===== config.mk =====
export PLATFORM = sky130hd
export DESIGN_NAME = reflectance_sensor_calibrate_normalize_flat
export DESIGN_NICKNAME = d
export VERILOG_FILES = /design/src/design/rscn_pkg.sv /design/src/design/rscn_chan_if.sv /design/src/design/rscn_div.sv /design/src/design/reflectance_sensor_calibrate_normalize.sv /design/src/flat_wrapper.sv
export SDC_FILE = /design/constraint.sdc
export NUM_CORES = 2
export LEC_CHECK = 0
export BUFFER_PORTS_ARGS = -buffer_cell sky130_fd_sc_hd__buf_2
export CAP_MARGIN = 10
export CORE_MARGIN = 4
export CORE_UTILIZATION = 44
export CTS_BUF_LIST = sky130_fd_sc_hd__clkbuf_16
export DETAILED_ROUTE_END_ITERATION = 6
export PLACE_DENSITY = 0.61
export RECOVER_POWER = 25
export SYNTH_ARGS = -nofsm -noshare
export SYNTH_HDL_FRONTEND = slang
export SYNTH_SLANG_ARGS = --single-unit

===== constraint.sdc =====
create_clock -name i_clk -period 24.8 [get_ports i_clk]
set_input_delay 1.24 -clock i_clk [delete_from_list [all_inputs] [get_ports i_clk]]
set_output_delay 1.24 -clock i_clk [all_outputs]
set_load 0.03 [all_outputs]

===== src/design/rscn_pkg.sv =====
// shared widths, codes and payload types of the reflectance sensor calibrate and normalize block
`timescale 1ns / 1ps

package rscn_pkg;

    // sizes
    localparam int DEF_NUM_CHANNELS = 8;
    localparam int BATCH_LENGTH     = 10;
    localparam int CH_W             = 3;
    localparam int RAW_W            = 12;
    localparam int LEVEL_W          = 10;
    localparam int STATUS_W         = 2;
    localparam int MODE_W           = 2;
    localparam int COUNT_W          = 4;
    localparam int CFG_IDX_W        = 1;
    localparam int CFG_DATA_W       = 12;
    // signed working width of combined readings and ranges
    localparam int SPAN_W           = 16;
    // positive numerator and span after clamping checks
    localparam int NUM_W            = 14;
    // numerator times full level
    localparam int PROD_W           = 24;

    localparam int FULL_LEVEL       = 1000;
    localparam int FULL_SCALE_RESET = 1023;

    // operation codes
    localparam logic OP_CAL  = 1'b0;
    localparam logic OP_READ = 1'b1;

    // read modes, the unused code behaves as combined
    localparam logic [MODE_W-1:0] MODE_ON   = 2'd0;
    localparam logic [MODE_W-1:0] MODE_OFF  = 2'd1;
    localparam logic [MODE_W-1:0] MODE_BOTH = 2'd2;

    // result status codes
    localparam logic [STATUS_W-1:0] STATUS_OK      = 2'd0;
    localparam logic [STATUS_W-1:0] STATUS_NOT_CAL = 2'd1;
    localparam logic [STATUS_W-1:0] STATUS_CAL     = 2'd2;

    // configuration register indexes
    localparam logic [CFG_IDX_W-1:0] CFG_READ_MODE  = 1'd0;
    localparam logic [CFG_IDX_W-1:0] CFG_FULL_SCALE = 1'd1;

    typedef struct packed {
        logic             operation;
        logic [CH_W-1:0]  channel;
        logic [RAW_W-1:0] on_value;
        logic [RAW_W-1:0] off_value;
    } t_item;

    typedef struct packed {
        logic [CH_W-1:0]     out_channel;
        logic [LEVEL_W-1:0]  level;
        logic [STATUS_W-1:0] status;
    } t_result;

    typedef struct packed {
        logic [CFG_IDX_W-1:0]  index;
        logic [CFG_DATA_W-1:0] value;
    } t_cfg_wr;

    // one channel's word in the calibration memory
    typedef struct packed {
        logic [COUNT_W-1:0] count;
        logic [RAW_W-1:0]   low_on;
        logic [RAW_W-1:0]   high_on;
        logic [RAW_W-1:0]   low_off;
        logic [RAW_W-1:0]   high_off;
        logic [RAW_W-1:0]   min_on;
        logic [RAW_W-1:0]   max_on;
        logic [RAW_W-1:0]   min_off;
        logic [RAW_W-1:0]   max_off;
    } t_entry;

endpackage


===== src/design/rscn_chan_if.sv =====
// valid/ready channel interface carrying one word of a given type
`timescale 1ns / 1ps

interface rscn_chan_if #(
    parameter type T = logic
);
    logic valid;
    logic ready;
    T     data;

    modport source (output valid, output data, input ready);
    modport sink (input valid, input data, output ready);
endinterface


===== src/design/rscn_div.sv =====
// restoring divider producing the scaled level one quotient bit per cycle
`timescale 1ns / 1ps

module rscn_div (
    input  logic                         i_clk,
    input  logic                         i_rst_n,
    input  logic                         i_start,
    input  logic [rscn_pkg::PROD_W-1:0]  i_dividend,
    input  logic [rscn_pkg::NUM_W-1:0]   i_divisor,
    output logic                         o_done,
    output logic [rscn_pkg::LEVEL_W-1:0] o_quot
);
    localparam int PW = rscn_pkg::PROD_W;
    localparam int QW = rscn_pkg::LEVEL_W;
    localparam int CW = $clog2(QW);

    logic          r_busy;
    logic          r_done;
    logic [CW-1:0] r_cnt;
    logic [PW-1:0] r_rem;
    logic [PW-1:0] r_dsh;
    logic [QW-1:0] r_quot;
    logic [PW:0]   diff;
    logic          fits;

    // trial subtraction of the shifted divisor
    assign diff = {1'b0, r_rem} - {1'b0, r_dsh};
    assign fits = !diff[PW];

    // control
    always_ff @(posedge i_clk) begin
        if (!i_rst_n) begin
            r_busy <= 1'b0;
            r_done <= 1'b0;
            r_cnt  <= '0;
        end else begin
            r_done <= 1'b0;
            if (i_start) begin
                r_busy <= 1'b1;
                r_cnt  <= CW'(QW - 1);
            end else if (r_busy) begin
                if (r_cnt == '0) begin
                    r_busy <= 1'b0;
                    r_done <= 1'b1;
                end else begin
                    r_cnt <= r_cnt - 1'b1;
                end
            end
        end
    end

    // datapath, quotient is known to stay below 2^QW
    always_ff @(posedge i_clk) begin
        if (i_start) begin
            r_rem  <= i_dividend;
            r_dsh  <= PW'({i_divisor, {(QW - 1){1'b0}}});
            r_quot <= '0;
        end else if (r_busy) begin
            if (fits) begin
                r_rem <= diff[PW-1:0];
            end
            r_quot <= {r_quot[QW-2:0], fits};
            r_dsh  <= r_dsh >> 1;
        end
    end

    assign o_done = r_done;
    assign o_quot = r_quot;
endmodule


===== src/design/reflectance_sensor_calibrate_normalize.sv =====
// top level: per-channel min/max calibration memory and 0..1000 normalization
`timescale 1ns / 1ps

// Each word is either a calibration sample (operation 0) or a read (operation 1) and gives
// exactly one result word. A calibration sample passes from acceptance through one read of
// the channel's memory word and one write back before the next acceptance. A read that
// needs scaling goes through memory read, range setup, one multiply, the ten-step restoring
// divider that scales the reading to 0..1000 and the hand-off to the output register. An
// uncalibrated read, and a read with an empty span or a reading outside the range, skip
// the divider.
// A finished result waits in the output register while the next word is accepted.
// Configuration writes (read mode, full scale) are taken at any time and are meant to
// be issued while the block is idle. There is no clearing pass after reset.

module reflectance_sensor_calibrate_normalize #(
    parameter int NUM_CHANNELS = rscn_pkg::DEF_NUM_CHANNELS
) (
    input  logic       i_clk,
    input  logic       i_rst_n,
    rscn_chan_if.sink   i_in,
    rscn_chan_if.source o_out,
    rscn_chan_if.sink   i_cfg
);
    localparam int IDX_W  = (NUM_CHANNELS > 1) ? $clog2(NUM_CHANNELS) : 1;
    localparam int NCH_W  = IDX_W + rscn_pkg::CH_W;
    localparam int RW     = rscn_pkg::RAW_W;
    localparam int SW     = rscn_pkg::SPAN_W;
    localparam int NW     = rscn_pkg::NUM_W;
    localparam int PW     = rscn_pkg::PROD_W;
    localparam int LW     = rscn_pkg::LEVEL_W;
    localparam int CNTW   = rscn_pkg::COUNT_W;
    localparam logic [NCH_W-1:0] NCH = NCH_W'(NUM_CHANNELS);

    localparam logic [2:0] S_IDLE = 3'd0;
    localparam logic [2:0] S_READ = 3'd1;
    localparam logic [2:0] S_CALC = 3'd2;
    localparam logic [2:0] S_MUL  = 3'd3;
    localparam logic [2:0] S_DIV  = 3'd4;
    localparam logic [2:0] S_DONE = 3'd5;

    logic [2:0]                    r_state;
    logic [2:0]                    n_state;
    logic [rscn_pkg::MODE_W-1:0]   r_mode;
    logic [RW-1:0]                 r_fs;
    logic                          r_on_valid;
    logic                          r_off_valid;
    logic [RW-1:0]                 r_fill_on;
    logic [RW-1:0]                 r_fill_off;
    logic [NUM_CHANNELS-1:0]       r_on_ent;
    logic [NUM_CHANNELS-1:0]       r_off_ent;
    logic [NUM_CHANNELS-1:0]       r_bat_ent;
    rscn_pkg::t_entry              r_mem [NUM_CHANNELS];
    rscn_pkg::t_entry              r_rd;
    rscn_pkg::t_item               r_item;
    logic [IDX_W-1:0]              r_idx;
    logic                          r_in_range;
    logic signed [SW-1:0]          r_v;
    logic signed [SW-1:0]          r_lo;
    logic signed [SW-1:0]          r_hi;
    logic [rscn_pkg::STATUS_W-1:0] r_status;
    logic [LW-1:0]                 r_level;
    logic [NW-1:0]                 r_num;
    logic [NW-1:0]                 r_den;
    logic [PW-1:0]                 r_prod;
    logic                          r_div_go;
    logic                          r_out_valid;
    rscn_pkg::t_result             r_out;

    logic                 in_acc;
    logic [NCH_W-1:0]     in_ch_wide;
    logic [IDX_W-1:0]     in_idx;
    logic                 in_range;
    logic                 out_load;
    logic                 use_on;
    logic                 use_off;
    logic                 cal_now;
    logic [CNTW-1:0]      eff_count;
    logic [CNTW-1:0]      cnt_inc;
    logic                 first;
    logic                 batch_end;
    logic                 commit_on;
    logic                 commit_off;
    logic [RW-1:0]        lo_on_n;
    logic [RW-1:0]        hi_on_n;
    logic [RW-1:0]        lo_off_n;
    logic [RW-1:0]        hi_off_n;
    logic [RW-1:0]        base_min_on;
    logic [RW-1:0]        base_max_on;
    logic [RW-1:0]        base_min_off;
    logic [RW-1:0]        base_max_off;
    rscn_pkg::t_entry     wr_entry;
    logic                 rd_not_cal;
    logic signed [SW-1:0] sel_v;
    logic signed [SW-1:0] sel_lo;
    logic signed [SW-1:0] sel_hi;
    logic signed [SW-1:0] fs_s;
    logic signed [SW-1:0] calc_num;
    logic signed [SW-1:0] calc_den;
    logic                 calc_zero;
    logic                 calc_sat;
    logic                 div_done;
    logic [LW-1:0]        div_quot;

    // handshakes
    assign in_acc       = i_in.valid && i_in.ready;
    assign i_in.ready   = (r_state == S_IDLE);
    assign i_cfg.ready  = 1'b1;
    assign out_load     = (r_state == S_DONE) && (!r_out_valid || o_out.ready);
    assign o_out.valid  = r_out_valid;
    assign o_out.data   = r_out;

    // channel index and range check
    assign in_ch_wide = {{IDX_W{1'b0}}, i_in.data.channel};
    assign in_idx     = in_ch_wide[IDX_W-1:0];
    assign in_range   = in_ch_wide < NCH;

    assign use_on  = (r_mode != rscn_pkg::MODE_OFF);
    assign use_off = (r_mode != rscn_pkg::MODE_ON);
    assign fs_s    = SW'(r_fs);

    // stored ranges as seen through the per-entry and table valid bits
    assign base_min_on  = r_on_ent[r_idx] ? r_rd.min_on :
                          (r_on_valid ? r_fill_on : r_fs);
    assign base_max_on  = r_on_ent[r_idx] ? r_rd.max_on : '0;
    assign base_min_off = r_off_ent[r_idx] ? r_rd.min_off :
                          (r_off_valid ? r_fill_off : r_fs);
    assign base_max_off = r_off_ent[r_idx] ? r_rd.max_off : '0;

    // batch tracking and end-of-batch commit
    assign cal_now   = (r_state == S_READ) && (r_item.operation == rscn_pkg::OP_CAL)
                       && r_in_range;
    assign eff_count = r_bat_ent[r_idx] ? r_rd.count : '0;
    assign first     = (eff_count == '0);
    assign cnt_inc   = eff_count + 1'b1;
    assign batch_end = (cnt_inc >= CNTW'(rscn_pkg::BATCH_LENGTH));
    assign commit_on  = batch_end && use_on;
    assign commit_off = batch_end && use_off;

    assign lo_on_n  = (first || r_item.on_value < r_rd.low_on) ? r_item.on_value : r_rd.low_on;
    assign hi_on_n  = (first || r_item.on_value > r_rd.high_on) ? r_item.on_value
                                                                 : r_rd.high_on;
    assign lo_off_n = (first || r_item.off_value < r_rd.low_off) ? r_item.off_value
                                                                  : r_rd.low_off;
    assign hi_off_n = (first || r_item.off_value > r_rd.high_off) ? r_item.off_value
                                                                   : r_rd.high_off;

    // word written back for a calibration sample
    always_comb begin
        wr_entry          = r_rd;
        wr_entry.count    = batch_end ? '0 : cnt_inc;
        wr_entry.low_on   = lo_on_n;
        wr_entry.high_on  = hi_on_n;
        wr_entry.low_off  = lo_off_n;
        wr_entry.high_off = hi_off_n;
        wr_entry.min_on   = (commit_on && hi_on_n < base_min_on) ? hi_on_n : base_min_on;
        wr_entry.max_on   = (commit_on && lo_on_n > base_max_on) ? lo_on_n : base_max_on;
        wr_entry.min_off  = (commit_off && hi_off_n < base_min_off) ? hi_off_n : base_min_off;
        wr_entry.max_off  = (commit_off && lo_off_n > base_max_off) ? lo_off_n : base_max_off;
    end

    // read path: pick reading and range by mode
    assign rd_not_cal = !r_in_range || (use_on && !r_on_valid) || (use_off && !r_off_valid);

    always_comb begin
        case (r_mode)
            rscn_pkg::MODE_ON: begin
                sel_v  = SW'(r_item.on_value);
                sel_lo = SW'(base_min_on);
                sel_hi = SW'(base_max_on);
            end
            rscn_pkg::MODE_OFF: begin
                sel_v  = SW'(r_item.off_value);
                sel_lo = SW'(base_min_off);
                sel_hi = SW'(base_max_off);
            end
            default: begin
                sel_v  = SW'(r_item.on_value) + fs_s - SW'(r_item.off_value);
                sel_lo = (base_min_off < base_min_on) ? fs_s
                         : SW'(base_min_on) + fs_s - SW'(base_min_off);
                sel_hi = (base_max_off < base_max_on) ? fs_s
                         : SW'(base_max_on) + fs_s - SW'(base_max_off);
            end
        endcase
    end

    // span checks
    assign calc_num  = r_v - r_lo;
    assign calc_den  = r_hi - r_lo;
    assign calc_zero = (calc_den <= 0) || (calc_num <= 0);
    assign calc_sat  = (calc_num >= calc_den);

    // sequencer
    always_comb begin
        n_state = r_state;
        unique case (r_state)
            S_IDLE: begin
                if (in_acc) begin
                    n_state = S_READ;
                end
            end
            S_READ: begin
                if (r_item.operation == rscn_pkg::OP_CAL || rd_not_cal) begin
                    n_state = S_DONE;
                end else begin
                    n_state = S_CALC;
                end
            end
            S_CALC: begin
                if (calc_zero || calc_sat) begin
                    n_state = S_DONE;
                end else begin
                    n_state = S_MUL;
                end
            end
            S_MUL: begin
                n_state = S_DIV;
            end
            S_DIV: begin
                if (div_done) begin
                    n_state = S_DONE;
                end
            end
            S_DONE: begin
                if (out_load) begin
                    n_state = S_IDLE;
                end
            end
            default: begin
                n_state = S_IDLE;
            end
        endcase
    end

    // control registers
    always_ff @(posedge i_clk) begin
        if (!i_rst_n) begin
            r_state     <= S_IDLE;
            r_mode      <= rscn_pkg::MODE_ON;
            r_fs        <= RW'(rscn_pkg::FULL_SCALE_RESET);
            r_on_valid  <= 1'b0;
            r_off_valid <= 1'b0;
            r_on_ent    <= '0;
            r_off_ent   <= '0;
            r_bat_ent   <= '0;
            r_div_go    <= 1'b0;
            r_out_valid <= 1'b0;
        end else begin
            r_state  <= n_state;
            r_div_go <= (r_state == S_MUL);
            // configuration word
            if (i_cfg.valid) begin
                unique case (i_cfg.data.index)
                    rscn_pkg::CFG_READ_MODE:  r_mode <= i_cfg.data.value[rscn_pkg::MODE_W-1:0];
                    rscn_pkg::CFG_FULL_SCALE: r_fs   <= i_cfg.data.value[RW-1:0];
                    default: ;
                endcase
            end
            // entry and table valid bits
            if (cal_now) begin
                r_bat_ent[r_idx] <= 1'b1;
                if (commit_on) begin
                    r_on_valid      <= 1'b1;
                    r_on_ent[r_idx] <= 1'b1;
                end
                if (commit_off) begin
                    r_off_valid      <= 1'b1;
                    r_off_ent[r_idx] <= 1'b1;
                end
            end
            // output register
            if (out_load) begin
                r_out_valid <= 1'b1;
            end else if (o_out.ready) begin
                r_out_valid <= 1'b0;
            end
        end
    end

    // calibration memory: registered read at acceptance, write back in the following cycle
    always_ff @(posedge i_clk) begin
        if (in_acc) begin
            r_rd <= r_mem[in_idx];
        end
        if (cal_now) begin
            r_mem[r_idx] <= wr_entry;
        end
    end

    // fill value of a table, taken when it is first committed
    always_ff @(posedge i_clk) begin
        if (cal_now && commit_on && !r_on_valid) begin
            r_fill_on <= r_fs;
        end
        if (cal_now && commit_off && !r_off_valid) begin
            r_fill_off <= r_fs;
        end
    end

    // item and datapath registers
    always_ff @(posedge i_clk) begin
        if (in_acc) begin
            r_item     <= i_in.data;
            r_idx      <= in_idx;
            r_in_range <= in_range;
        end
        if (r_state == S_READ) begin
            r_v     <= sel_v;
            r_lo    <= sel_lo;
            r_hi    <= sel_hi;
            r_level <= '0;
            if (r_item.operation == rscn_pkg::OP_CAL) begin
                r_status <= rscn_pkg::STATUS_CAL;
            end else if (rd_not_cal) begin
                r_status <= rscn_pkg::STATUS_NOT_CAL;
            end else begin
                r_status <= rscn_pkg::STATUS_OK;
            end
        end
        if (r_state == S_CALC) begin
            r_num <= calc_num[NW-1:0];
            r_den <= calc_den[NW-1:0];
            if (!calc_zero && calc_sat) begin
                r_level <= LW'(rscn_pkg::FULL_LEVEL);
            end
        end
        if (r_state == S_MUL) begin
            r_prod <= PW'(r_num) * PW'(rscn_pkg::FULL_LEVEL);
        end
        if (r_state == S_DIV && div_done) begin
            r_level <= div_quot;
        end
        if (out_load) begin
            r_out.out_channel <= r_item.channel;
            r_out.level       <= r_level;
            r_out.status      <= r_status;
        end
    end

    // scaling divider
    rscn_div u_div (
        .i_clk      (i_clk),
        .i_rst_n    (i_rst_n),
        .i_start    (r_div_go),
        .i_dividend (r_prod),
        .i_divisor  (r_den),
        .o_done     (div_done),
        .o_quot     (div_quot)
    );
endmodule


===== src/flat_wrapper.sv =====
// flat-port wrapper written by rule: the top's interface ports become plain ports
module reflectance_sensor_calibrate_normalize_flat 
#(
    parameter int NUM_CHANNELS = rscn_pkg::DEF_NUM_CHANNELS
)
  (i_clk, i_rst_n, i_in_valid, i_in_data, i_in_ready, o_out_valid, o_out_data, o_out_ready, i_cfg_valid, i_cfg_data, i_cfg_ready);
  rscn_chan_if #(.T(rscn_pkg::t_item)) i_in_i ();
  rscn_chan_if #(.T(rscn_pkg::t_result)) o_out_i ();
  rscn_chan_if #(.T(rscn_pkg::t_cfg_wr)) i_cfg_i ();
  input  logic i_clk;
  input  logic i_rst_n;
  input wire logic [$bits(i_in_i.valid)-1:0] i_in_valid;
  input wire logic [$bits(i_in_i.data)-1:0] i_in_data;
  output wire logic [$bits(i_in_i.ready)-1:0] i_in_ready;
  output wire logic [$bits(o_out_i.valid)-1:0] o_out_valid;
  output wire logic [$bits(o_out_i.data)-1:0] o_out_data;
  input wire logic [$bits(o_out_i.ready)-1:0] o_out_ready;
  input wire logic [$bits(i_cfg_i.valid)-1:0] i_cfg_valid;
  input wire logic [$bits(i_cfg_i.data)-1:0] i_cfg_data;
  output wire logic [$bits(i_cfg_i.ready)-1:0] i_cfg_ready;
  assign i_in_i.valid = i_in_valid;
  assign i_in_i.data = i_in_data;
  assign i_in_ready = i_in_i.ready;
  assign o_out_valid = o_out_i.valid;
  assign o_out_data = o_out_i.data;
  assign o_out_i.ready = o_out_ready;
  assign i_cfg_i.valid = i_cfg_valid;
  assign i_cfg_i.data = i_cfg_data;
  assign i_cfg_ready = i_cfg_i.ready;
  reflectance_sensor_calibrate_normalize #(.NUM_CHANNELS(NUM_CHANNELS)) u_core (.i_clk(i_clk), .i_rst_n(i_rst_n), .i_in(i_in_i), .o_out(o_out_i), .i_cfg(i_cfg_i));
endmodule

After elaboration in Yosys (flattened, before gate mapping). Memory sizes are Yosys's and may differ from the RTL's. A register that Yosys moved wholly into a read port is not among the register bits. Index checks and enable logic that the tools add are counted.

Bits in latches: 0. Memories: 1. Input port bits: 46. Logic and storage cells: 195. Flip-flop bits (word level): 285. ROM bits: 0. RAM bits: 800. Output and inout port bits: 18.

Memories: u_core.r_mem (words 8, width 100, rd ports 1, clocked after memory_dff 1, write ports 1, line reflectance_sensor_calibrate_normalize.sv:52) `rscn_pkg::t_entry r_mem [NUM_CHANNELS];`.

Shift operators: 0. Reduce and logical (&&, ||, !) cells: 52. Add/sub/neg operators: 11. Magnitude comparators: 17. Bitwise gates (word level): 8. $mul: 1. Equal/unequal tests: 12. Mux-type cells: 56. Div/mod/pow operators: 0.

Operators by type and width (number): 2-to-1 mux 12 bit (14); case mux 16 bit (2 select lines) (3); < comparator 12 bit (6); 2-to-1 mux 24 bit (3); greater-than comparator 12 bit (4); subtractor 16 x 12 -> 16 bit (3); 2-to-1 mux 23 bit (2); 2-to-1 mux 10 bit (4); adder 12 x 12 -> 13 bit (3); less-or-equal comparator 16 x 1 -> 1 bit (second input constant) (2); 2-to-1 mux 16 bit (2); subtractor 16 bit (2); subtractor 24 x 23 -> 25 bit (1); bitwise OR 8 bit (3); multiplier 14 x 7 -> 21 bit (second input constant) (1); 2-to-1 mux 4 bit (5); logical AND 1 bit (19); case mux 3 bit (6 select lines) (1); >= comparator 16 bit (1); 2-to-1 mux 3 bit (5); AND reduction 2 bit (7); 2-to-1 mux 1 bit (13); logical OR 1 bit (10); binary-select mux 1 bit (select 3 bit) (3); 21 further kinds (40).

Depth between registers and ports, before layout.
Depth after elaboration: 9. Mapped depth: 23. Gate-level depth less buffers: 21.

Modules after synthesis. From an unflattened synthesis, not the netlist that was laid out.

Cell total of the unflattened synthesis: 3760. Area, all modules: 56330.3 um^2.

By module, submodules not included: reflectance_sensor_calibrate_normalize (area each 52380.2 um^2, times used 1, cells each 3313); rscn_div (area each 3950.0 um^2, times used 1, cells each 447).

Worst setup path after synthesis. OpenSTA, ideal clock, no wires.

Path type: reg2reg. From: register u_core.r_state[2]. To: register u_core.r_off_ent[0]. Clock period less this slack: 8746 ps. Cell stages (with the launch flop): 9. Setup slack: 16054 ps. Library setup time: 86 ps. Arrival: 8659 ps. Path through: dfxtp_1 > clkbuf_1 > nor2_1 > nand2_1 > nor2_1 > nand2_1 > nor3_1 > a21oi_1 > nor2b_1.

Word-level cells in the longest chain between the ends: 4.

Ends and longest elaborated chain: start, declared (line reflectance_sensor_calibrate_normalize.sv:41) `logic [2:0] r_state;`; start signal, assigned (line reflectance_sensor_calibrate_normalize.sv:248) `r_state <= n_state;`; == test 3 x 1 -> 1 bit (line reflectance_sensor_calibrate_normalize.sv:130) `assign cal_now = (r_state == S_READ) && (r_item.operation == rscn_pkg::OP_CAL)`; logical AND 1 bit (line reflectance_sensor_calibrate_normalize.sv:130); logical AND 1 bit (line reflectance_sensor_calibrate_normalize.sv:131) `&& r_in_range;`; AND reduction 2 bit (no line); end signal, assigned (line reflectance_sensor_calibrate_normalize.sv:243) `r_off_ent <= '0;`; end signal, assigned by index (line reflectance_sensor_calibrate_normalize.sv:267) `r_off_ent[r_idx] <= 1'b1;`; end, declared (line reflectance_sensor_calibrate_normalize.sv:50) `logic [NUM_CHANNELS-1:0] r_off_ent;`.

Every way passes these cells. A chain may end at the register's enable or synchronous reset.

==> impl_metrics.py <==
metrics = {
    "status": {
        "result_of_the_run": "finished, violations left",
        "failed_checks": "capacitance limit, slew limit",
    },
    "clock_tree": {
        "clkSlewWorstSetupHoldPaths_ns": 0.06,
        "cts-buffers-inserted": 130,
        "h-tree-depth": 4,
        "cts_buffer_depth": 3,
        "post_cts_buffers": 0,
        "cts_tree": "yes",
        "cts_hold_buffers": 0,
        "cts_root_buf": "sky130_fd_sc_hd__clkbuf_16",
        "post_cts_resize_count": 0,
        "clock-sinks": 1184,
        "clock_latency_ns": 0.77,
    },
    "cells_and_area": {
        "area_of_combinational_cells_with_multiple_inputs_mm2": 0.02004,
        "nets": 4298,
        "ff_latch_area_mm2": 0.03475,
        "fillCellCount": 10857,
        "synthToLayoutAreaGrowth_pct": 11.35,
        "insertedDiodeCount": 0,
        "fraction_of_final_layout_cells_sized_beyond_drive_strength_1": 0.1605,
        "layout.core_utilization": 0.4927,
    },
    "floorplan": {
        "floorplan.rows": 131,
        "ios": 64,
        "dieArea_mm2": 0.1340,
        "fp.coreArea_mm2": 0.1275,
        "initial_core_util": 0.4425,
        "fp.dieW_um": 366.1,
        "die_y_um": 366.1,
    },
    "routing": {
        "drtAntennaViolNets": 0,
        "avgViaCountPerCell": 5.593,
        "route.detailed.drc": 0,
        "first_pass_iters": 5,
        "drtIter0Drc": 2652,
        "wl_final_um": 139900,
        "routed-via-count": 31598,
        "post_drt_wl_per_cell_um": 24.75,
    },
    "grt": {
        "grt_antenna_before_repair": 5,
        "global_route.overflow_total": 0,
        "pin_count_of_the_biggest_net_entering_global_routing": 83,
        "wire_length_of_the_first_global_routing_pass_um": 208200,
        "number_of_global_route_vias_before_repair": 31535,
        "grt_util_all_layers": 0.2083,
    },
    "setup_path": {
        "worst-path-buf-inv": 3,
        "highest_net_fanout_along_the_worst_path": 52,
        "worst_setup_path_start_kind": "input pin",
        "worst_setup_ep_type": "flop",
        "rr_startpoint": "u_core.r_item[25]$_DFFE_PP_",
        "worst-endpoint-arrival_ns": 8.96,
        "timing.setup.critical_path_class": "input pin to flop",
        "cp-startpoint": "i_in_data[24]",
        "path_common_cell": "sky130_fd_sc_hd__clkbuf_1",
        "worst_ep_required_time_ns": 25.30,
        "worst_path_dominant_cell_family": "buffers and inverters",
        "peak_per_stage_delay_on_the_critical_path_ns": 3.40,
        "cp_cell_sequence": "clkbuf_1, clkbuf_1, buf_4, mux4_2, mux2_2",
        "cpMaxStageDelayCell": "sky130_fd_sc_hd__clkbuf_1",
    },
    "synthesis": {
        "synth-edff-count": 1104,
        "synthesis.nets": 4166,
        "async_flop_share": 0,
        "post_synth_instance_area_mm2": 0.05643,
        "yosys_warnings": 0,
        "synth_sequential_area_ratio": 0.6159,
        "synthesis.instances": 3757,
        "yosys.cell_types.count": 90,
        "ys_dominant_reg_cell": "sky130_fd_sc_hd__edfxtp_1",
        "postSynthRegisterBits": 1184,
        "postSynthAreaPerCell_um2": 15.02,
    },
    "flow_run": {
        "maxCapViolations": 21,
    },
    "timing": {
        "fmax_ghz": 0.1181,
        "setup_viol": 0,
        "timing.slew.headroom": -2.275,
        "setup_repair_after_global_routing_missed_its_margin": "false",
        "timing.final.crit_share": 0.3413,
        "final-hold-violation-count": 0,
        "slew_viol_final": 793,
        "tightest_slew_ns": 4.912,
        "finalClockSkew_ns": 0.03933,
        "finalHoldWorstSlack_ns": 0.4179,
        "fin_setup_tns_ns": 0,
        "final_critical_path_time_including_i_o_delays_and_setup_ns": 8.465,
    },
    "place": {
        "half_perimeter_wire_length_after_placement_um": 90890,
        "io_buffer_count": 62,
        "final_weighted_congestion_of_routability_driven_global_placement": 0.8982,
    },
    "pwr": {
        "vdd_drop_max_mv": 0.05828,
        "power.static_leakage_uw": 0.02276,
        "power_density_mw_per_mm2": 75.83,
    },
    "hold_path": {
        "hold_path_class": "flop to flop",
        "worst_hold_startpoint": "u_core.r_status[0]$_SDFFCE_PN0P_",
    },
}
==> sequential cells by signal, indices dropped and copies added, names as in the netlist, 4 cells and up <==
signal / cells
u_core.r_mem: 800
u_core.r_rd: 100
u_core.r_item: 28
u_core.u_div.r_rem: 24
u_core.u_div.r_dsh: 23
u_core.r_prod: 21
u_core.r_hi: 16
u_core.r_lo: 16
u_core.r_v: 16
u_core.o_out.data: 15
u_core.r_den: 14
u_core.r_num: 14
u_core.r_fill_off: 12
u_core.r_fill_on: 12
u_core.r_fs: 12
u_core.r_level: 10
u_core.u_div.o_quot: 10
u_core.r_bat_ent: 8
u_core.r_off_ent: 8
u_core.r_on_ent: 8
u_core.u_div.r_cnt: 4
==> final timing paths <==
path	to	slack [ns]	cells after the start
max	u_core.r_rd[52]$_DFFE_PP_	16.34	5
min	u_core.o_out.data[0]$_DFFE_PP_	0.42	0
max reg2reg	u_core.r_mem[5][45]$_DFFE_PP_	18.13	21
min reg2reg	u_core.o_out.data[0]$_DFFE_PP_	0.42	0
==> cells by family (layout without fill, tap and decap cells) <==
kind of cell,after synthesis,after routing,synth area share
mux,455,455,0.1293
compound gates,574,574,0.06528
buf+inv,427,658,0.02883
other cells,1,1,0.00006646
simple gates,637,637,0.05448
flops,1184,1184,0.6159
xor+xnor,116,116,0.01834
fa+ha+maj,363,363,0.08781
==> routing by layer <==
metal	part of all wire	up-vias	GRT usage
met5	0.00016	-	0
met4	0.025	4	0.06028
met3	0.053	175	0.03092
met2	0.48	818	0.3402
met1	0.44	16029	0.2914
li1	-	14572	-
==> metrics by stage <==
stage / power [uW] / std cells / setup WS [ns] / instance area [um2]
CTS: 4805 / 5650 / 18.24 / 63040
global route: 4963 / 5650 / 15.34 / 62830
detailed placement: 2955 / 5419 / 18.27 / 58900
finish: 4765 / 5650 / 16.34 / 62830
floorplan: 2759 / 3757 / 16.05 / 56430
global placement: 2950 / 5419 / 18.34 / 58900
==> worst register-to-register path, cell delays in order (launching register included) <==
cell and delay [ns]:
sky130_fd_sc_hd__edfxtp_1 0.59, sky130_fd_sc_hd__nand2b_1 0.27, sky130_fd_sc_hd__o221a_2 0.30, sky130_fd_sc_hd__o22ai_1 0.32, sky130_fd_sc_hd__and2_0 0.28, sky130_fd_sc_hd__inv_1 0.07, sky130_fd_sc_hd__ha_1 0.18, sky130_fd_sc_hd__nand2_1 0.36
sky130_fd_sc_hd__o21a_1 0.57, sky130_fd_sc_hd__mux2_2 0.50, sky130_fd_sc_hd__ha_1 0.34, sky130_fd_sc_hd__a21o_1 0.19, sky130_fd_sc_hd__a21o_1 0.17, sky130_fd_sc_hd__a21o_1 0.16, sky130_fd_sc_hd__a21oi_1 0.14, sky130_fd_sc_hd__nor2b_1 0.05
sky130_fd_sc_hd__o21ai_0 0.15, sky130_fd_sc_hd__nand2b_1 0.08, sky130_fd_sc_hd__a211oi_1 0.36, sky130_fd_sc_hd__nor2b_1 0.58, sky130_fd_sc_hd__buf_4 0.28, sky130_fd_sc_hd__mux2_1 0.43
==> Yosys cell counts, types with 55 or more instances <==
library cell / number / area (um2)
sky130_fd_sc_hd__nor2_1: 187 / 701.9
sky130_fd_sc_hd__mux2i_1: 82 / 820.8
sky130_fd_sc_hd__xnor2_1: 83 / 727.0
sky130_fd_sc_hd__nand2_1: 169 / 634.4
sky130_fd_sc_hd__ha_1: 308 / 3854
sky130_fd_sc_hd__mux2_2: 168 / 1892
sky130_fd_sc_hd__nor2b_1: 58 / 362.9
sky130_fd_sc_hd__clkbuf_1: 82 / 307.8
sky130_fd_sc_hd__mux4_2: 202 / 4549
sky130_fd_sc_hd__a21oi_1: 168 / 840.8
sky130_fd_sc_hd__edfxtp_1: 1104 / 33150
sky130_fd_sc_hd__a21o_1: 76 / 570.6
sky130_fd_sc_hd__inv_1: 300 / 1126
sky130_fd_sc_hd__o21ai_0: 129 / 645.6
sky130_fd_sc_hd__fa_1: 55 / 1101
sky130_fd_sc_hd__dfxtp_1: 80 / 1602
==> area by class of cell <==
class | count | area share
Timing Repair Buffer | 126 | 0.01099
Sequential cell | 1184 | 0.5531
Clock buffer | 131 | 0.05217
Clock inverter | 100 | 0.01372
Inverter | 301 | 0.01798
Multi-Input combinational cell | 2146 | 0.3189
Tap cell | 1662 | 0.03310
==> layout by cell type, fill, tap and decap left out, types with 9 or more instances in the layout <==
cell                        instances
sky130_fd_sc_hd__xor2_1            32
sky130_fd_sc_hd__nand3_1           31
sky130_fd_sc_hd__nor3_1            45
sky130_fd_sc_hd__dfxtp_1           79
sky130_fd_sc_hd__nor2_1           187
sky130_fd_sc_hd__nor2b_1           58
sky130_fd_sc_hd__nand2_1          169
sky130_fd_sc_hd__o21a_1            38
sky130_fd_sc_hd__clkbuf_16        131
sky130_fd_sc_hd__nand2b_1          44
sky130_fd_sc_hd__buf_4             44
sky130_fd_sc_hd__a21boi_0          13
sky130_fd_sc_hd__a21o_1            76
sky130_fd_sc_hd__or3_1              9
sky130_fd_sc_hd__inv_1            326
sky130_fd_sc_hd__clkinv_1          29
sky130_fd_sc_hd__buf_2             27
sky130_fd_sc_hd__nand4_1           25
sky130_fd_sc_hd__mux2i_1           82
sky130_fd_sc_hd__clkbuf_1          53
sky130_fd_sc_hd__mux4_2           202
sky130_fd_sc_hd__a21oi_1          169
sky130_fd_sc_hd__xnor2_1           83
sky130_fd_sc_hd__fa_1              55
sky130_fd_sc_hd__o41ai_1           10
sky130_fd_sc_hd__mux2_2           164
sky130_fd_sc_hd__clkinv_2          21
sky130_fd_sc_hd__a211oi_1          31
sky130_fd_sc_hd__o21bai_1          15
sky130_fd_sc_hd__o21ai_0          129
sky130_fd_sc_hd__and3_1            11
sky130_fd_sc_hd__ha_1             308
sky130_fd_sc_hd__o211ai_1          12
sky130_fd_sc_hd__edfxtp_1        1104
==> report_power, final <==
| group | internal [uW] | switching (uW) |
|---|---|---|
| sequential | 2270 | 33.3 |
| combinational | 235 | 377 |
| clock | 1040 | 808 |
| total | 3550 | 1220 |
Power figures use the tool's default switching activity.
